### config.mk
export PLATFORM = sky130hd
export DESIGN_NAME = cci_serial_div
export DESIGN_NICKNAME = d
export VERILOG_FILES = /design/src/hw/rtl/cci_pkg.sv /design/src/hw/rtl/cci_serial_div.sv
export SDC_FILE = /design/constraint.sdc
export NUM_CORES = 1
export LEC_CHECK = 0
export BUFFER_PORTS_ARGS = -buffer_cell sky130_fd_sc_hd__buf_2
export CAP_MARGIN = 40
export CORE_MARGIN = 2
export CORE_UTILIZATION = 32
export CTS_CLUSTER_SIZE = 20
export DETAILED_ROUTE_END_ITERATION = 16
export GPL_ROUTABILITY_DRIVEN = 0
export GPL_TIMING_DRIVEN = 1
export REMOVE_ABC_BUFFERS = 1
export SETUP_SLACK_MARGIN = 0.4
export SLEW_MARGIN = 20
export SYNTH_ARGS = -nofsm -noshare
export SYNTH_HDL_FRONTEND = slang
export SYNTH_SLANG_ARGS = --single-unit
### constraint.sdc
create_clock -name clock -period 3 [get_ports clock]
set_input_delay 0.6 -clock clock [delete_from_list [all_inputs] [get_ports clock]]
set_output_delay 0.6 -clock clock [all_outputs]
set_load 0.005 [all_outputs]
### src/hw/rtl/cci_pkg.sv
// shared types, codes and reset constants of the coil current interpolator
package cci_pkg;

   typedef struct packed {
      logic [15:0] energy;
      logic [15:0] top;
      logic [15:0] bottom;
   } point_type;

   typedef enum logic [0:0] {
      CMD_LOAD    = 1'b0,
      CMD_COMPUTE = 1'b1
   } cmd_type;

   typedef enum logic [0:0] {
      CSR_CAL_FIELD     = 1'b0,
      CSR_CURRENT_LIMIT = 1'b1
   } csr_index_type;

   typedef enum logic [1:0] {
      STATUS_OK           = 2'd0,
      STATUS_TOP_RANGE    = 2'd1,
      STATUS_BOTTOM_RANGE = 2'd2
   } status_type;

   typedef enum logic [3:0] {
      ST_IDLE,
      ST_SCAN,
      ST_LERP_MUL,
      ST_LERP_DIV,
      ST_LERP_WAIT,
      ST_SCALE_MUL,
      ST_LIMIT_MUL,
      ST_SCALE_CHECK,
      ST_SCALE_WAIT
   } eng_state_type;

   typedef struct packed {
      logic        start;
      logic [31:0] dividend;
      logic [15:0] divisor;
   } div_req_type;

   typedef struct packed {
      logic        done;
      logic [15:0] quotient;
   } div_rsp_type;

   typedef struct packed {
      logic        valid;
      logic [15:0] top;
      logic [15:0] bottom;
      status_type  status;
   } result_type;

   localparam logic [15:0] CAL_FIELD_RESET     = 16'd24576;
   localparam logic [15:0] CURRENT_LIMIT_RESET = 16'd61440;
   localparam int          DIV_STEPS           = 16;

   // default calibration points, the last one repeats for extra entries
   function automatic point_type default_point(input int unsigned k);
      point_type p;
      case (k)
         0:       p = '{energy: 16'd589,  top: 16'd6144, bottom: 16'd2560};
         1:       p = '{energy: 16'd922,  top: 16'd7168, bottom: 16'd3584};
         2:       p = '{energy: 16'd1280, top: 16'd7168, bottom: 16'd3584};
         3:       p = '{energy: 16'd2048, top: 16'd8192, bottom: 16'd4096};
         default: p = '{energy: 16'd3584, top: 16'd9216, bottom: 16'd4608};
      endcase
      return p;
   endfunction

endpackage

### src/hw/rtl/cci_serial_div.sv
// restoring divider, one quotient bit per cycle, quotient known to fit 16 bits
module cci_serial_div (
   input  logic                  clock,
   input  logic                  reset,
   input  cci_pkg::div_req_type  div_req,
   output cci_pkg::div_rsp_type  div_rsp
);
   import cci_pkg::*;

   localparam int CNT_W = $clog2(DIV_STEPS);

   logic             busy_ff, busy_in;
   logic             done_ff, done_in;
   logic [CNT_W-1:0] count_ff, count_in;
   logic [15:0]      rem_ff, rem_in;
   logic [15:0]      quo_ff, quo_in;
   logic [15:0]      divisor_ff, divisor_in;
   logic [16:0]      trial;
   logic [16:0]      diff;
   logic             ge;

   always_comb begin
      trial      = {rem_ff, quo_ff[15]};
      diff       = trial - {1'b0, divisor_ff};
      ge         = trial >= {1'b0, divisor_ff};
      busy_in    = busy_ff;
      done_in    = 1'b0;
      count_in   = count_ff;
      rem_in     = rem_ff;
      quo_in     = quo_ff;
      divisor_in = divisor_ff;
      if (div_req.start) begin
         // upper half is below the divisor, so 16 steps give the quotient
         busy_in    = 1'b1;
         count_in   = '0;
         rem_in     = div_req.dividend[31:16];
         quo_in     = div_req.dividend[15:0];
         divisor_in = div_req.divisor;
      end else if (busy_ff) begin
         rem_in   = ge ? diff[15:0] : trial[15:0];
         quo_in   = {quo_ff[14:0], ge};
         count_in = count_ff + 1'b1;
         if (count_ff == CNT_W'(DIV_STEPS - 1)) begin
            busy_in = 1'b0;
            done_in = 1'b1;
         end
      end
   end

   always_ff @(posedge clock) begin
      if (reset) begin
         busy_ff <= 1'b0;
         done_ff <= 1'b0;
      end else begin
         busy_ff <= busy_in;
         done_ff <= done_in;
      end
   end

   always_ff @(posedge clock) begin
      count_ff   <= count_in;
      rem_ff     <= rem_in;
      quo_ff     <= quo_in;
      divisor_ff <= divisor_in;
   end

   assign div_rsp.done     = done_ff;
   assign div_rsp.quotient = quo_ff;

endmodule

Word-level counts from Yosys, hierarchy flattened --
Cells that the tools add are included.
Word-level totals: word-level logic and storage cells 22, register bits 54
Cells by class: magnitude comparators 1, bitwise logic cells 1, reduce and logical (&&, ||, !) cells 2, equality and inequality tests 1, add/subtract/negate cells 2, muxes and demuxes 9
Operator list (count):
- 16-bit two-way mux | 5
- 17-bit by 16-bit greater-or-equal comparator with 1-bit output | 1
- 16-bit subtractor | 1
- 4-bit by 1-bit adder with 4-bit output, second input constant | 1
- 4-bit equality test, second input constant | 1
- 1-bit two-way mux | 4
- 3-bit OR reduction | 1
- 2-bit nonzero test | 1
- 1-bit NOT | 1

Depth between registers and ports, before layout --
Gate-level depths: netlist (run 1).
depth after elaboration 4, depth in mapped cells 10

Least setup slack after synthesis (run 1) --
No wires, ideal clock.
kind reg-to-reg, start point reg quo_ff[15], end point reg rem_ff[14] (data pin), arrival 2.249 ns, setup slack 0.581 ns, stages on the path, launching flop included 11, setup time 0.169 ns, required time 2.831 ns, cell sequence edfxtp_1 -> inv_1 -> ha_1 -> inv_1 -> fa_1 -> a211oi_1 -> o21ai_2 -> a2111oi_0 -> nor3_1 -> xnor2_1 -> o31ai_1
Between the ends: longest elaborated chain between the ends 4
RTL lines:
- from (decl) | RTL line cci_serial_div.sv:16 | logic [15:0] quo_ff, quo_in;
- from (signal assigned) | RTL line cci_serial_div.sv:63 | quo_ff <= quo_in;
- 16-bit subtractor / 17-bit by 16-bit greater-or-equal comparator with 1-bit output (equally long branches) | RTL line cci_serial_div.sv:24, cci_serial_div.sv:25
- 16-bit two-way mux (*) | RTL line cci_serial_div.sv:40 | rem_in = ge ? diff[15:0] : trial[15:0];
- 16-bit two-way mux (*) | RTL line cci_serial_div.sv:39 | end else if (busy_ff) begin
- 16-bit two-way mux (*) | RTL line cci_serial_div.sv:32 | if (div_req.start) begin
- named net rem_in[14] | RTL line cci_serial_div.sv:15 | logic [15:0] rem_ff, rem_in;
- to (signal assigned) | RTL line cci_serial_div.sv:62 | rem_ff <= rem_in;
- to (decl) | RTL line cci_serial_div.sv:15
Mark *: on every way through the listed nets, which the timed path passes. The rest lies on a longest branch. The select of a mux whose other input is x is not followed. A chain may end at the register's enable or synchronous reset.

Worst setup path after layout (run 1) --
start point reg rem_ff[6], end point reg rem_ff[10] (data pin)
Between the ends: longest elaborated chain between the ends 4
RTL lines (RTL line):
- 16-bit subtractor / 17-bit by 16-bit greater-or-equal comparator with 1-bit output (equally long branches) | cci_serial_div.sv:24, cci_serial_div.sv:25
- 16-bit two-way mux (*) | cci_serial_div.sv:40
- 16-bit two-way mux (*) | cci_serial_div.sv:39
- 16-bit two-way mux (*) | cci_serial_div.sv:32
- named net rem_in[10] | cci_serial_div.sv:15
Marked as above.

==> impl_metrics.env, run 1 <==
export IMPL_num_vias=2373
export IMPL_path_cells="ha_1, and4_1, nand3_1, a31oi_4, o21a_4, nor2_8, a221o_1"
export IMPL_crit_type="reg -> reg"
export IMPL_ys_flop_type="edfxtp_1"
export IMPL_die_y_um=104
export IMPL_clkSinkCount=54
export IMPL_post_route_period_util=0.836
export IMPL_worst_path_max_fanout=13
export IMPL_synthCells=275
export IMPL_fin_crit_ps=2510
export IMPL_endpoint_kind="flop"
export IMPL_synth_area_um2=3180
export IMPL_synth_seq_cells=54
export IMPL_power_density_nw_per_um2=672
export IMPL_grt_pass1_wl_um=11700
export IMPL_maxCapViolCount=0
export IMPL_firstDrtPassIters=6
export IMPL_synth_top_area_frac=0.453
export IMPL_viasPerCell=4.93
export IMPL_slew_headroom=0.526
export IMPL_post_drt_wl_per_cell_um=14.9
export IMPL_hold_class="in -> reg"
export IMPL_cts_tree="done"
export IMPL_drtIter0Drc=114
export IMPL_ctsRootBufferMaster="clkbuf_8"
export IMPL_synth_distinct_cells=53
export IMPL_postRouteAntennaNets=0
export IMPL_core_area_um2=9730
export IMPL_die_width_um=104
export IMPL_clk_pin_slew_ps=100
export IMPL_fin_skew_ps=14.9
export IMPL_critPathLaunchType="flop"
export IMPL_reg2reg_slack_ps=490
export IMPL_grt_pass1_vias=2399
export IMPL_syn_to_final_growth_pct=21.8
export IMPL_die_area_um2=10800
export IMPL_setup_viol=0
export IMPL_status="complete, no violations"
export IMPL_yosysTopAreaCell="edfxtp_1"
export IMPL_diodes=0
export IMPL_fin_setup_tns_ps=0
export IMPL_yosysMostFrequentCell="edfxtp_1"
export IMPL_path_delay_family="compound AO/OA/AOI/OAI gates"
export IMPL_top_usage_layer="met2"
export IMPL_ios=68
export IMPL_wl_um=7160
export IMPL_cts_hold_buf=0
export IMPL_final_nets=416
export IMPL_synth_edf_count=48
export IMPL_hold_viol_final=0
export IMPL_clk_path_buf_depth=2
export IMPL_drc_errors=0
export IMPL_initial_utilization=0.327
export IMPL_rsz0062_at_grt="false"
export IMPL_critPathBufInv=0
export IMPL_rows=36
export IMPL_p_total_mw=2.60
export IMPL_antenna_found_initial=0
export IMPL_synth_top_cells_by_count="edfxtp_1 (48), inv_1 (21), a21oi_1 (17), ha_1 (17), nand2_1 (16)"
export IMPL_ir_worst_vdd_mv=0.293
export IMPL_yosys_warnings=0
export IMPL_worst_pin_slew_ps=703
export IMPL_leakagePower_nw=1.57
export IMPL_synthArstFlopShare=0
export IMPL_worst_slack_ps=493
export IMPL_clock_latency_ps=320
export IMPL_drive_gt1_frac=0.330
export IMPL_critPathSlowestCell="edfxtp_1"
export IMPL_cp_required_ps=3080
export IMPL_worstPathArrival_ps=2590
export IMPL_seq_area_frac_synth=0.491
export IMPL_synth_area_per_cell_um2=11.6
export IMPL_met1_usage=0.178
export IMPL_drv_slew=0
export IMPL_io_buffers=67
export IMPL_place_hpwl_um=4830
export IMPL_max_stage_delay_ps=440
export IMPL_max_freq_mhz=399
export IMPL_grtUsageMet3=0.0403
export IMPL_h_tree_depth=2
export IMPL_pre_cts_ws_ps=335
export IMPL_met2_usage=0.211
export IMPL_cts_buffers_inserted=5
export IMPL_fillers=1020
export IMPL_ys_top_cells_by_area="edfxtp_1 (45%), ha_1 (6.7%), mux2_2 (5.3%)"
export IMPL_grt_overflow=0
export IMPL_grt_max_degree=70
export IMPL_grt_use_total=0.133
-- registers in the layout (all words and copies together), names as in the netlist --
register and cells:
quo_ff 16, busy_ff 1, divisor_ff 16, done_ff 1
count_ff 4, rem_ff 16
-- cell usage in the layout, fill, tap and decap left out, types with 2 or more instances in the layout --
master,n
a221o_1,2
ha_1,16
nor2b_1,7
nand4b_1,6
a21o_1,9
a32oi_1,5
a21oi_1,16
edfxtp_1,48
buf_2,67
clkbuf_8,5
o211ai_1,3
mux2_2,15
nand2b_1,3
buf_4,10
inv_1,21
o311ai_1,6
nor3_1,8
o21ai_4,2
nand2_1,16
nor2_1,11
nand3_1,4
dfxtp_1,6
o21ai_0,4
a21oi_2,2
and4_1,3
xor2_1,7
xnor2_1,9
nand4_1,2
o31ai_1,7
-- worst paths after layout --
path,endpoint,startpoint,cells past startpoint
max reg2reg,rem_ff[10]$_DFFE_PP_,rem_ff[6]$_DFFE_PP_,7
min reg2reg,done_ff$_SDFF_PP0_,count_ff[3]$_SDFFE_PP0P_,2
max,rem_ff[10]$_DFFE_PP_,rem_ff[6]$_DFFE_PP_,7
min,busy_ff$_SDFF_PP0_,reset,2
-- worst reg2reg max path: cells and delay by family (launching register included) --
family,cells,cell delay (ps)
AND/OR/NAND/NOR,3,660
AO/OA/AOI/OAI,3,760
flip-flops,1,440
adder cells (fa/ha/maj),1,420
-- area by class of cell --
type	count	area, µm²	area share
inverters	21	78.8	0.0204
clock inverters	1	8.76	0.00226
well taps	133	166	0.0430
multi-input cells	187	1530	0.395
repair buffers	78	430	0.111
flip-flops and latches	54	1560	0.403
clock buffers	7	97.6	0.0252
-- kinds of logic after synthesis --
logic type,share of synthesized area
xor+xnor,0.0441
simple gates,0.114
flops,0.491
fa+ha+maj,0.0732
compound gates,0.176
mux,0.0563
buf+inv,0.0452
-- repair_timing --
item,in CTS,in global routing
setup buffers,0,6
resized for setup,3,8
endpoints found under the setup margin,2,13
pin swaps,0,3
-- metal layers --
metal / up-vias / part of all wire
met5: - / 0
met4: 0 / 0.011
met3: 6 / 0.058
met2: 66 / 0.46
met1: 1110 / 0.47
li1: 1191 / -
-- stage by stage --
stage           util  instances  hold WS, ps  area, µm²
6_report       0.398        481          444       3870
5_1_grt        0.398        481          432       3870
4_1_cts        0.389        475          435       3780
3_5_place_dp   0.377        467          479       3670
3_3_place_gp   0.377        467          468       3670
2_1_floorplan      -        262          454       3120
-- power breakdown --
part | total, mW | switching (mW) | leakage (nW) | internal [mW]
Combinational | 1.10 | 0.613 | 0.984 | 0.490
Sequential | 1.03 | 0.0614 | 0.529 | 0.967
Clock | 0.473 | 0.255 | 0.0536 | 0.218
(Power assumes the default switching activity.)
==> run 2, diff against run 1 <==
==> constraint.sdc (replaced) <==
create_clock -name clock -period 2.6 [get_ports clock]
set_input_delay 0.52 -clock clock [delete_from_list [all_inputs] [get_ports clock]]
set_output_delay 0.52 -clock clock [all_outputs]
set_load 0.005 [all_outputs]
==> run 2 against run 1 <==
Worst setup slack got worse by 290 ps. Non-clock buffer count increased by 7. Total power increased by 22%. Largest cell class is now multi-input gates. Largest power group unchanged.
==> impl_metrics.env, run 2 (synthesized netlist as in run 1, its figures left out) <==
export IMPL_crit_top_cell="inv_2"
export IMPL_rsz0062_at_grt="true"
export IMPL_drc_errors=0
export IMPL_clkSinkCount=54
export IMPL_viasPerCell=5.06
export IMPL_diodes=0
export IMPL_post_route_util=0.417
export IMPL_syn_to_final_growth_pct=27.5
export IMPL_slew_headroom=0.651
export IMPL_wl_um=7570
export IMPL_post_route_period_util=0.922
export IMPL_status="complete, no violations"
export IMPL_ios=68
export IMPL_stdcell_count=489
export IMPL_maxCapViolCount=0
export IMPL_ff2ff_path_depth=10
export IMPL_antenna_found_initial=0
export IMPL_setup_viol=0
export IMPL_endpoint_kind="flop"
export IMPL_grt_overflow=0
export IMPL_clk_path_buf_depth=2
export IMPL_h_tree_depth=2
export IMPL_cts_buffers_inserted=5
export IMPL_clock_latency_ps=320
export IMPL_place_inst=473
export IMPL_grt_pass1_wl_um=12200
export IMPL_hold_path_startpoint="div_req[12]"
export IMPL_fillers=981
export IMPL_ir_worst_vdd_mv=0.394
export IMPL_io_buffers=67
export IMPL_hold_viol_final=0
export IMPL_leakagePower_nw=1.61
export IMPL_drive_gt1_frac=0.399
export IMPL_grt_pass1_vias=2503
export IMPL_post_drt_wl_per_cell_um=15.5
export IMPL_fin_crit_ps=2400
export IMPL_postRouteAntennaNets=0
export IMPL_worst_pin_slew_ps=520
export IMPL_grt_use_total=0.138
export IMPL_max_stage_delay_ps=410
export IMPL_final_nets=424
export IMPL_core_area_um2=9730
export IMPL_grt_max_degree=45
export IMPL_clk_pin_slew_ps=110
export IMPL_crit_type="reg -> reg"
export IMPL_firstDrtPassIters=4
export IMPL_fin_hold_ws_ps=368
export IMPL_final_cell_mix="buf_2 (67), edfxtp_1 (48), inv_1 (18), buf_4 (18)"
export IMPL_cp_required_ps=2760
export IMPL_critPathLaunchType="flop"
export IMPL_fin_skew_ps=13.2
export IMPL_worst_path_max_fanout=5
export IMPL_layout_commonest_cell="buf_2"
export IMPL_die_y_um=104
export IMPL_ctsRootBufferMaster="clkbuf_8"
export IMPL_regArea_um2=1560
export IMPL_rows=36
export IMPL_die_width_um=104
export IMPL_worstSetupStartpoint="quo_ff[15]$_DFFE_PP_"
export IMPL_drv_slew=0
export IMPL_cts_tree="done"
export IMPL_place_hpwl_um=5000
export IMPL_hold_class="in -> reg"
export IMPL_die_area_um2=10800
export IMPL_num_vias=2475
export IMPL_max_freq_mhz=417
export IMPL_drtIter0Drc=95
export IMPL_timing_rr_start="quo_ff[15]$_DFFE_PP_"
export IMPL_worstPathArrival_ps=2550
export IMPL_whs_path_depth=1
export IMPL_critPathSlowestCell="edfxtp_1"
export IMPL_power_density_nw_per_um2=786
export IMPL_multi_input_area_um2=1680
export IMPL_initial_utilization=0.327
export IMPL_reg_top3="divisor_ff x16, quo_ff x16, rem_ff x16"
export IMPL_path_cells="inv_2, ha_4, inv_2, fa_2, a211oi_4, o21ai_4, a2111oi_4, nor3_2, xnor2_1, o31ai_1"
==> run 2: cell count changes in the layout (fill, tap and decap cells not counted), moves of 2 or more <==
cell      delta
inv_2        +3
buf_4        +8
o311ai_2     +3
nor3_1       -2
ha_4         +6
inv_1        -3
o311ai_1     -3
ha_1         -7
==> run 2: worst max-delay path: cells and delay by family, from the launching register on <==
family                   cells  cell delay [ps]
XOR/XNOR                     1              140
AO/OA/AOI/OAI                4              960
flip-flops                   1              410
adder cells (fa/ha/maj)      2              510
AND/OR/NAND/NOR              1               90
buffers and inverters        2              130
==> run 2: final timing paths <==
check / end / slack (ps)
hold / removal: divisor_ff[12]$_DFFE_PP_ / 370
setup reg to reg: rem_ff[14]$_DFFE_PP_ / 200
hold reg to reg: done_ff$_SDFF_PP0_ / 500
setup / recovery: rem_ff[14]$_DFFE_PP_ / 200
==> run 2: what timing repair did <==
item                       CTS  global route
gates resized for setup     15            22
gates cloned                 1             0
hold buffers                 0             0
setup endpoints to repair   17            17
pin swaps                   17            12
buffers inserted             3             4
==> run 2: per-stage QoR <==
stage	total power [mW]	TNS (ps)	setup slack, ps	area (µm²)
floorplan	2.05	0	151	3120
global placement	2.39	0	74.6	3700
detailed placement	2.40	-8.10	-8.10	3700
CTS	3.03	0	192	3900
global route	3.39	0	57.7	4060
finish	3.19	0	202	4060
==> run 2: cell type report <==
cell class / count / area share
timing repair buffer: 85 / 0.116
tap: 133 / 0.0410
sequential: 54 / 0.385
clock buffer: 6 / 0.0204
multi-input combinational: 188 / 0.415
clock inverter: 2 / 0.00370
inverter: 21 / 0.0194
==> run 2: layer usage <==
metal	up-vias	GRT usage	routed length, µm
met4	0	0.0444	115
met5	-	0	0
met2	76	0.214	3530
li1	1214	-	-
met1	1172	0.186	3510
met3	13	0.0409	410
==> run 2: power by group <==
part	switching (mW)	internal, mW	total (mW)
Combinational	0.783	0.683	1.47
Sequential	0.0864	1.12	1.20
Clock	0.297	0.221	0.518
