### config.mk
export PLATFORM = sky130hd
export DESIGN_NAME = cci_point_table
export DESIGN_NICKNAME = d
export VERILOG_FILES = /design/src/hw/rtl/cci_pkg.sv /design/src/hw/rtl/cci_point_table.sv
export SDC_FILE = /design/constraint.sdc
export NUM_CORES = 1
export LEC_CHECK = 0
export BUFFER_PORTS_ARGS = -buffer_cell sky130_fd_sc_hd__buf_2
export CORE_MARGIN = 4
export CORE_UTILIZATION = 53
export CTS_CLUSTER_DIAMETER = 120
export DETAILED_ROUTE_END_ITERATION = 8
export GPL_TIMING_DRIVEN = 0
export PLACE_DENSITY = 0.81
export SETUP_SLACK_MARGIN = 0.1
export SLEW_MARGIN = 15
export SYNTH_ARGS = -nofsm -noshare
export SYNTH_HDL_FRONTEND = slang
export SYNTH_SLANG_ARGS = --single-unit
### constraint.sdc
create_clock -name clock -period 11.9 [get_ports clock]
set_input_delay 2.38 -clock clock [delete_from_list [all_inputs] [get_ports clock]]
set_output_delay 2.38 -clock clock [all_outputs]
set_load 0.01 [all_outputs]
### src/hw/rtl/cci_pkg.sv
// shared types, codes and reset constants of the coil current interpolator
package cci_pkg;

   typedef struct packed {
      logic [15:0] energy;
      logic [15:0] top;
      logic [15:0] bottom;
   } point_type;

   typedef enum logic [0:0] {
      CMD_LOAD    = 1'b0,
      CMD_COMPUTE = 1'b1
   } cmd_type;

   typedef enum logic [0:0] {
      CSR_CAL_FIELD     = 1'b0,
      CSR_CURRENT_LIMIT = 1'b1
   } csr_index_type;

   typedef enum logic [1:0] {
      STATUS_OK           = 2'd0,
      STATUS_TOP_RANGE    = 2'd1,
      STATUS_BOTTOM_RANGE = 2'd2
   } status_type;

   typedef enum logic [3:0] {
      ST_IDLE,
      ST_SCAN,
      ST_LERP_MUL,
      ST_LERP_DIV,
      ST_LERP_WAIT,
      ST_SCALE_MUL,
      ST_LIMIT_MUL,
      ST_SCALE_CHECK,
      ST_SCALE_WAIT
   } eng_state_type;

   typedef struct packed {
      logic        start;
      logic [31:0] dividend;
      logic [15:0] divisor;
   } div_req_type;

   typedef struct packed {
      logic        done;
      logic [15:0] quotient;
   } div_rsp_type;

   typedef struct packed {
      logic        valid;
      logic [15:0] top;
      logic [15:0] bottom;
      status_type  status;
   } result_type;

   localparam logic [15:0] CAL_FIELD_RESET     = 16'd24576;
   localparam logic [15:0] CURRENT_LIMIT_RESET = 16'd61440;
   localparam int          DIV_STEPS           = 16;

   // default calibration points, the last one repeats for extra entries
   function automatic point_type default_point(input int unsigned k);
      point_type p;
      case (k)
         0:       p = '{energy: 16'd589,  top: 16'd6144, bottom: 16'd2560};
         1:       p = '{energy: 16'd922,  top: 16'd7168, bottom: 16'd3584};
         2:       p = '{energy: 16'd1280, top: 16'd7168, bottom: 16'd3584};
         3:       p = '{energy: 16'd2048, top: 16'd8192, bottom: 16'd4096};
         default: p = '{energy: 16'd3584, top: 16'd9216, bottom: 16'd4608};
      endcase
      return p;
   endfunction

endpackage

### src/hw/rtl/cci_point_table.sv
// calibration point registers with one write port and one indexed read port
module cci_point_table #(
   parameter int TABLE_POINTS = 5,
   parameter int IDX_W        = $clog2(TABLE_POINTS)
) (
   input  logic                 clock,
   input  logic                 reset,
   input  logic                 wr_en,
   input  logic [IDX_W-1:0]     wr_addr,
   input  cci_pkg::point_type   wr_data,
   input  logic [IDX_W-1:0]     rd_addr,
   output cci_pkg::point_type   rd_data,
   output cci_pkg::point_type   first_point,
   output cci_pkg::point_type   last_point
);
   import cci_pkg::*;

   point_type entry_ff [TABLE_POINTS];

   always_ff @(posedge clock) begin
      if (reset) begin
         for (int k = 0; k < TABLE_POINTS; k++) begin
            entry_ff[k] <= default_point(k);
         end
      end else if (wr_en) begin
         entry_ff[wr_addr] <= wr_data;
      end
   end

   assign rd_data     = entry_ff[rd_addr];
   assign first_point = entry_ff[0];
   assign last_point  = entry_ff[TABLE_POINTS-1];

endmodule

## Yosys cells after proc, flatten, opt, wreduce, memory -nomap -nowiden

Memories as Yosys holds them, arrays and structs flattened.
Index checks and enable logic that the tools add are counted.

| storage, ports and cells | value |
|---|---|
| memories kept | 1 |
| register bits | 0 |
| input bits | 57 |
| word-level logic and storage cells | 15 |
| bits in writable memories | 240 |
| output and inout bits | 144 |

| cells by class | value |
|---|---|
| mux-type cells | 13 |
| reductions and logical operators | 1 |

Memory list:

| memory | words | bits a word | rd ports | clocked after Yosys merged registers in | wr ports | line | text |
|---|---|---|---|---|---|---|---|
| entry_ff | 5 | 48 | 3 | 0 | 5 | cci_point_table.sv:18 | `point_type entry_ff [TABLE_POINTS];` |

Operator list:

| kind | count |
|---|---|
| $mux W48 | 6 |
| $reduce_or A48 Y1 | 1 |
| $mux W1 | 6 |
| $mux W3 | 1 |

## Logic depth before layout (Yosys ltp)

Gate-level depths: netlist of run 1.

| logic depth | value |
|---|---|
| depth after elaboration | 5 |
| gate-level depth with buffers | 5 |
| gate-level depth less buffers | 2 |

## Worst setup path before layout of run 1

Ideal clock, no wire load.

| path | value |
|---|---|
| path type | input -> register |
| start | input port reset |
| end | memory entry_ff[2][0] (netlist name), enable pin |
| path buffers | 3 |
| path slack | 5.911 ns |
| library setup time | 0.464 ns |
| data required time | 11.436 ns |
| stages on the path | 5 |
| data arrival time | 5.525 ns |
| cell sequence | clkbuf_1 -> or3b_1 -> buf_2 -> buf_2 -> o21bai_1 |

RTL lines:

| what | line | text |
|---|---|---|
| from (decl) | cci_point_table.sv:7 | `input logic reset,` |
| to (decl) | cci_point_table.sv:18 |  |

==> results of run 1 <==
cells by family (layout without fill, tap and decap cells):
group,after synthesis,in the layout,share of synthesized area [%]
compound gates,5,5,0.229
buf+inv,126,406,3.67
flops,384,384,70.3
mux,144,144,17.9
other cells,0,5,0
simple gates,252,252,7.91
Yosys cell counts, drive strengths merged:
cell type,n
mux2,48
o21bai,3
and3b,1
nand2,1
a21o,2
nor2,4
nand3b,1
inv,48
nand3,21
or3,18
edfxtp,384
or2,1
nor3b,1
nor3,201
clkbuf,36
buf,42
nand2b,2
mux4,96
or3b,1
routing by layer:
metal  GRT usage, %  up-vias
li1               -     4188
met1           36.0     5178
met2           43.3      742
met4           8.81        8
met3           6.69      122
met5              0        -
metrics by stage:
step                      std cells  power, mW  hold slack [ns]
after global routing           1587       3.22             2.07
after global placement         1503       1.90             2.60
final                          1592       3.14             2.07
after detailed placement       1516       1.91             2.61
after floorplan                 911       1.78             2.48
after CTS                      1587       3.14             2.06
power by group:
| part | internal, mW | switching, mW | total (mW) |
|---|---|---|---|
| combinational | 0.133 | 0.179 | 0.312 |
| clock | 0.741 | 0.511 | 1.25 |
| sequential | 1.55 | 0.0250 | 1.58 |
layout make-up:
type                    instances  area [um^2]
fillers                      2134        11000
flip-flops and latches        384        11500
clock inverters                21          233
multi-input cells             401         4350
well taps                     396          495
inverters                      48          180
clock buffers                  50         1060
repair buffers                209         1320
plain buffers                  78          422
diodes                          5         12.5
worst min path at each step:
stage	from	to	slack, ns
final	wr_data[38]	entry_ff[5][38]	2.07
after global placement	wr_data[22]	entry_ff[5][22]	2.60
after detailed placement	wr_data[0]	entry_ff[5][0]	2.61
after floorplan	wr_data[0]	entry_ff[5][0]	2.48
after global routing	wr_data[20]	entry_ff[5][20]	2.07
after CTS	wr_data[7]	entry_ff[6][7]	2.06
==> results.cfg, run 1 <==
[route]
final_antenna_net_count = 0
met1_length_um = 16500
vias_per_cell = 6.43
dr.pass1.iters = 5
wl_met3_um = 5210
wl_per_cell_um = 28.6
routed.top_layer = met5
wl_um = 45600
wl_met2_um = 22300
via_count = 10200
drt_iter0_markers = 1428
drc = 0

[final_layout]
fin_area_um2 = 19600
reg_top3 = entry_ff x384
largest_register_ff_count = 384
final_cell_mix = edfxtp_1 (384), buf_2 (225), nor3_1 (201)
area_growth_pct = 19.4
drive_above_1_share_pct = 36.1
final_core_util_pct = 64.1
regMostFlops = entry_ff
fin_nets = 1219
final_common_cell = edfxtp_1

[placement]
place_hpwl_um = 30000
pre_cts_slack_ns = 5.23
port-buffer-count = 196
post_dp_cell_area_um2 = 18300
finalWeightedCongestion = 0.807

[synthesis]
ys_warn_count = 0
synth_top_area_share_pct = 70.3
synth.area.top_cells = edfxtp_1 (70%), mux4_2 (9.9%), nor3_1 (6.1%)
ys_seq_area_share_pct = 70.3
ys_types = 25
yosys.area.top_type = edfxtp_1
ys_ff_latch = 384
synth_fp_nets = 968
syn_avg_cell_area_um2 = 18.0
synth_cells = 911
syn-cell-area_um2 = 16400

[sta]
setup_violations = 0
fmax_mhz = 149
slew_headroom_pct = 19.8
timing.final.ws_setup_ns = 5.20
finalHoldViolCount = 0
tightest_slew_ns = 1.20
drv_slew = 0
rsz0062_at_grt = false
min_period_over_period_pct = 56.3
period_needed_ns = 6.70
tns_ns = 0

[die]
core_um2 = 30600
start_util_pct = 53.7
dieArea_um2 = 33800
die_w_um = 184
io_pins = 201
rows = 64
die_height_um = 184

[critical_path]
worst-path-buf-inv = 4
worstPathCellList = clkbuf_1, buf_2, buf_2, mux4_2, mux2_4, buf_2
critPathArrivalTime_ns = 4.32
slowest_delay_ns = 0.40
critPathKind = in2out
path_common_cell = buf_2
required_ns = 9.52
critPathMaxFanout = 10
critPathTopFamily = buffers and inverters
path_depth = 6
cp-endpoint = rd_data[43]
worstSetupStartpointType = input pin
startpoint = rd_addr[2]
crit_path_end_kind = output pin
crit_slowest_cell = buf_2

[clock_network]
cts_tree = yes
cts-buffers-inserted = 40
post_cts_resized = 0
cts.sinks = 384
path_clk_slew_ns = 0.06
cts-htree-levels = 2
cts_setup_buffers = 0
ctsHoldBuffers = 0
root_buffer = clkbuf_16
clk_path_buf_depth = 3

[grt]
antenna_found_initial = 4
grt_usage_pct = 26.7
grt_overflow = 0
grt_pass1_vias = 10400
grt_start_max_net_pins = 49
grt_pass1_wl_um = 66600

[worst_hold_path]
hp-class = in2reg
whs_path_depth = 1

[pwr]
power.leakage_nw = 6.85
power_density_nw_per_um2 = 160
ir_drop_mv = 0.0934

[run_status]
status = finished clean

[job]
cap_violations = 0
(Power assumes the default switching activity.)
==> run 2: changes to the inputs <==
--- a/config.mk
+++ b/config.mk
@@ -5,13 +5,14 @@
 export SDC_FILE = /design/constraint.sdc
 export NUM_CORES = 1
 export LEC_CHECK = 0
+export ABC_AREA = 1
 export BUFFER_PORTS_ARGS = -buffer_cell sky130_fd_sc_hd__buf_2
 export CORE_MARGIN = 4
 export CORE_UTILIZATION = 53
 export CTS_CLUSTER_DIAMETER = 120
 export DETAILED_ROUTE_END_ITERATION = 8
 export GPL_TIMING_DRIVEN = 0
-export PLACE_DENSITY = 0.81
+export PLACE_DENSITY = 0.83
 export SETUP_SLACK_MARGIN = 0.1
 export SLEW_MARGIN = 15
 export SYNTH_ARGS = -nofsm -noshare
==> constraint.sdc (replaced) <==
create_clock -name clock -period 6 [get_ports clock]
set_input_delay 1.2 -clock clock [delete_from_list [all_inputs] [get_ports clock]]
set_output_delay 1.2 -clock clock [all_outputs]
set_load 0.01 [all_outputs]
==> run 2 against run 1 <==
Compared with the run above:
- the run now ends with design-rule violations left
- worst hold slack worse by 1.2 ns
- setup slack lost 3.3 ns
- first-iteration DRC count shrank 4.3%
- critical endpoint is now rd_data[28]
- largest cell class unchanged
==> results.cfg, run 2 <==
[run_status]
status = complete, but fails checks
failed_checks = design-rule violations

[critical_path]
critPathArrivalTime_ns = 2.95
worstSetupStartpointType = input pin
critPathKind = in2out
crit_path_end_kind = output pin
required_ns = 4.80
critPathMaxFanout = 10

[route]
final_antenna_net_count = 0
dr.pass1.iters = 8
via_count = 14200
drt_iter0_markers = 1367
vias_per_cell = 5.22
drc = 1
wl_um = 50900
wl_per_cell_um = 18.7

[sta]
tightest_slew_ns = 0.832
slew_headroom_pct = 44.5
fmax_mhz = 241
setup_violations = 0
rsz0062_at_grt = false
tns_ns = 0
min_period_over_period_pct = 69.1
period_needed_ns = 4.15
drv_slew = 0
finalHoldViolCount = 0

[synthesis]
yosys.area.top_type = edfxtp_1
synth_top_area_share_pct = 63.4
ys_types = 17
syn_avg_cell_area_um2 = 9.10
synth_most_common_cell = nand2_1
synth_edf_count = 384
ys_ff_latch = 384
synth_fp_nets = 2055
syn-cell-area_um2 = 18200
synth.area.top_cells = edfxtp_1 (63%), nand2_1 (14%), inv_1 (9.0%)
ys_seq_area_share_pct = 63.4
synthTopCellsByCount = nand2_1 (670), inv_1 (437), edfxtp_1 (384), nand3_1 (192), nor2_1 (176)
ys_warn_count = 0
synth-main-ff-cell = edfxtp_1
synth_cells = 1998
synth_async_sr_flop_share_pct = 0

[job]
cap_violations = 0

[die]
die_w_um = 193
dieArea_um2 = 37300
io_pins = 201
core_um2 = 33700
rows = 67
die_height_um = 193
start_util_pct = 53.9

[grt]
grt_pass1_wl_um = 77000
grt_start_max_net_pins = 49
grtUsageMet2_pct = 46.8
busiest_layer = met2
grtUsageMet3_pct = 5.13
antenna_found_initial = 3
grt_pass1_vias = 14200
grt_usage_pct = 27.2
met1_usage_pct = 34.2
grt_overflow = 0

[clock_network]
ctsHoldBuffers = 0
cts.sinks = 384
post_cts_resized = 0
cts-htree-levels = 2
root_buffer = clkbuf_16
path_clk_slew_ns = 0.06
clk_path_buf_depth = 3
cts_tree = yes
cts-buffers-inserted = 41
cts_setup_buffers = 0

[placement]
port-buffer-count = 199
finalWeightedCongestion = 0.855
post_dp_cell_area_um2 = 20000
place_hpwl_um = 33900

[final_layout]
fin_nets = 2304
reg_top3 = entry_ff x384
largest_register_ff_count = 384
multi_input_area_um2 = 4490
final_cell_mix = nand2_1 (665), inv_1 (437), edfxtp_1 (384)
area_growth_pct = 17.2
fill_cells = 2719
fin_area_um2 = 21300
drive_above_1_share_pct = 17.1
final-seq-area_um2 = 11500
final_common_cell = nand2_1
regMostFlops = entry_ff

[pwr]
finalPower_mw = 6.31
ir_drop_mv = 0.255
power_density_nw_per_um2 = 296
power.leakage_nw = 10.4

[worst_hold_path]
hp-class = in2reg
run 2: through the flow:
stage	setup slack, ns	util, %	instances	hold slack [ns]
after floorplan	1.98	-	1998	1.30
after global placement	0.0804	58.6	2645	1.41
after detailed placement	1.86	59.2	2652	1.42
after CTS	1.85	63.2	2727	0.865
after global routing	1.80	63.2	2729	0.870
final	1.85	63.2	2730	0.880
run 2: area by class of cell:
cell class | instances | area share [%]
clock buffer | 50 | 5.17
multi-input combinational | 1076 | 21.1
tap | 448 | 2.63
inverter | 445 | 7.85
antenna | 3 | 0.0352
sequential | 384 | 54.1
timing repair buffer | 206 | 5.44
clock inverter | 25 | 1.14
buffer | 93 | 2.55
run 2: routing by layer:
layer	routed length (um)	part of all wire (%)	up-vias
li1	-	-	6604
met5	12	0.024	-
met3	5080	10	132
met1	18800	37	6710
met4	1930	3.8	2
met2	25100	49	791
run 2: path summary, 6_finish.rpt:
path         from              end  depth (start not counted)
min   wr_data[43]  entry_ff[7][43]                          1
max    rd_addr[2]      rd_data[28]                          6
run 2: where the power goes:
| part | internal, mW | leakage [nW] | switching, mW |
|---|---|---|---|
| clock network | 1.52 | 0.662 | 1.03 |
| logic | 0.189 | 6.15 | 0.438 |
| registers | 3.08 | 3.62 | 0.0491 |
run 2: logic make-up after synthesis:
family                 Yosys count  share of synthesized area (%)
DFF                            384                           63.4
and+or+nand+nor               1076                           24.4
buffers and inverters          538                           12.2
run 2: critical path, cell delays in order:
cell	delay [ns]
buf_2	0.16
buf_1	0.59
clkbuf_1	0.58
nand2_1	0.14
nand2_1	0.12
buf_2	0.14
==> run 3: changes to the inputs <==
==> constraint.sdc (replaced) <==
create_clock -name clock -period 3.4 [get_ports clock]
set_input_delay 0.68 -clock clock [delete_from_list [all_inputs] [get_ports clock]]
set_output_delay 0.68 -clock clock [all_outputs]
set_load 0.01 [all_outputs]
==> run 3 against run 2 <==
Compared with the run above:
- the flow now finishes without violations
- sequential power up 76%
- via count is 0.25% higher
- sequential cell count unchanged
- final area fell by 0.50%
- cell count barely moved
- critical endpoint is now rd_data[29]
- highest routed layer unchanged
==> results.cfg, run 3 (synthesis results as in run 2) <==
[run_status]
status = finished clean

[clock_network]
root_buffer = clkbuf_16
path_clk_slew_ns = 0.06
cts-htree-levels = 2
cts_tree = yes
clk_path_buf_depth = 3
ctsHoldBuffers = 0
cts_setup_buffers = 0
cts.sinks = 384
post_cts_resized = 0
cts-buffers-inserted = 40

[critical_path]
crit_slowest_cell = buf_1
critPathMaxFanout = 10
path_depth = 6
worstSetupStartpointType = input pin
required_ns = 2.72
critPathTopFamily = buffers and inverters
worstPathCellList = buf_2, buf_1, clkbuf_1, nand2_1, nand2_1, buf_2
critPathArrivalTime_ns = 2.54
crit_path_end_kind = output pin
worst-path-buf-inv = 4
critPathKind = in2out
slowest_delay_ns = 0.66

[pwr]
cellInternalPower_mw = 8.21
power_density_nw_per_um2 = 511
clkPwrFrac_pct = 38.8
p_sw_share_pct = 24.3
seqPwrFrac_pct = 51.0
p_comb_share_pct = 10.2
power.leakage_nw = 10.4
power.switching_mw = 2.64
ir_drop_mv = 0.385

[die]
die_w_um = 193
io_pins = 201
core_um2 = 33700
die_height_um = 193
rows = 67
start_util_pct = 53.9
dieArea_um2 = 37300

[route]
drt_iter0_markers = 1490
final_antenna_net_count = 0
via_count = 14300
wl_per_cell_um = 19.0
wl_um = 51800
dr.pass1.iters = 6
drc = 0
vias_per_cell = 5.23

[sta]
setup_violations = 0
period_needed_ns = 3.22
min_period_over_period_pct = 94.6
rsz0062_at_grt = false
tightest_slew_ns = 0.861
fmax_mhz = 311
finalHoldViolCount = 0
drv_slew = 0
slew_headroom_pct = 42.6
hold_slack_ns = 0.369

[worst_hold_path]
hp-start = wr_data[6]
whs_path_depth = 1
hold_end = entry_ff[7][6]
hp-class = in2reg

[placement]
port-buffer-count = 199
post_dp_cell_area_um2 = 20000
finalWeightedCongestion = 0.860
place_hpwl_um = 34300

[final_layout]
largest_register_ff_count = 384
final_cell_mix = nand2_1 (665), inv_1 (437), edfxtp_1 (384)
fill_cells = 2704
regMostFlops = entry_ff
final_common_cell = nand2_1
drive_above_1_share_pct = 17.1
fin_nets = 2303
area_growth_pct = 16.6
fin_area_um2 = 21200
reg_top3 = entry_ff x384

[grt]
grt_pass1_vias = 14200
antenna_found_initial = 5
grt_usage_pct = 27.5
grt_start_max_net_pins = 49
grt_pass1_wl_um = 77700
grt_overflow = 0

[job]
cap_violations = 0
==> run 3: changes by cell type in the layout (fill, tap and decap cells not counted) <==
cell / change
clkinv_1: -5
clkinv_2: +5
clkbuf_1: +3
bufinv_16: -2
clkbuf_16: -2
clkinv_4: -1
diode_2: +1
inv_6: -1
==> run 3: area by class of cell <==
class                   instances  area [um^2]  share of cell area (%)
flip-flops and latches        384        11500                    54.4
multi-input cells            1076         4490                    21.2
inverters                     445         1670                    7.89
repair buffers                206         1160                    5.46
clock buffers                  51         1060                    5.02
well taps                     448          561                    2.64
plain buffers                  93          543                    2.56
clock inverters                21          173                   0.814
diodes                          4         10.0                  0.0472
==> run 3: power by group through the flow <==
stage / clock network, mW / logic [mW] / registers, mW
global placement: 0 / 1.04 / 5.62
detailed placement: 0 / 1.09 / 5.62
finish: 4.21 / 1.11 / 5.52
floorplan: 0 / 0.596 / 5.64
CTS: 4.22 / 1.10 / 5.52
global route: 4.43 / 1.22 / 5.54
==> run 3: metrics by stage <==
step / worst slack, ns / setup TNS, ns / cells / utilization, % / total power [mW]
finish: 0.185 / 0 / 2728 / 62.9 / 10.8
global route: 0.174 / 0 / 2727 / 62.9 / 11.2
CTS: 0.246 / 0 / 2724 / 62.9 / 10.8
detailed placement: 0.275 / 0 / 2652 / 59.2 / 6.71
global placement: -2.04 / -351.10 / 2645 / 58.6 / 6.66
floorplan: 0.00192 / 0 / 1998 / - / 6.23
==> run 3: worst max path at each step <==
stage / to / from / slack, ns
after global routing: rd_data[29] / rd_addr[2] / 0.17
after global placement: entry_ff[5][14] / reset / -2.04
after detailed placement: rd_data[29] / rd_addr[2] / 0.27
after CTS: rd_data[29] / rd_addr[2] / 0.25
final: rd_data[29] / rd_addr[2] / 0.18
after floorplan: entry_ff[5][0] / reset / 0.002
==> run 3: routing by layer <==
metal / wire, um / part of all wire (%) / vias to the layer above / GRT usage [%]
met2: 25200 / 49 / 790 / 47.2
met4: 2190 / 4.2 / 2 / 10.8
met1: 19400 / 37 / 6735 / 35.0
met5: 12 / 0.023 / - / 0
met3: 5070 / 9.8 / 150 / 4.86
li1: - / - / 6598 / -
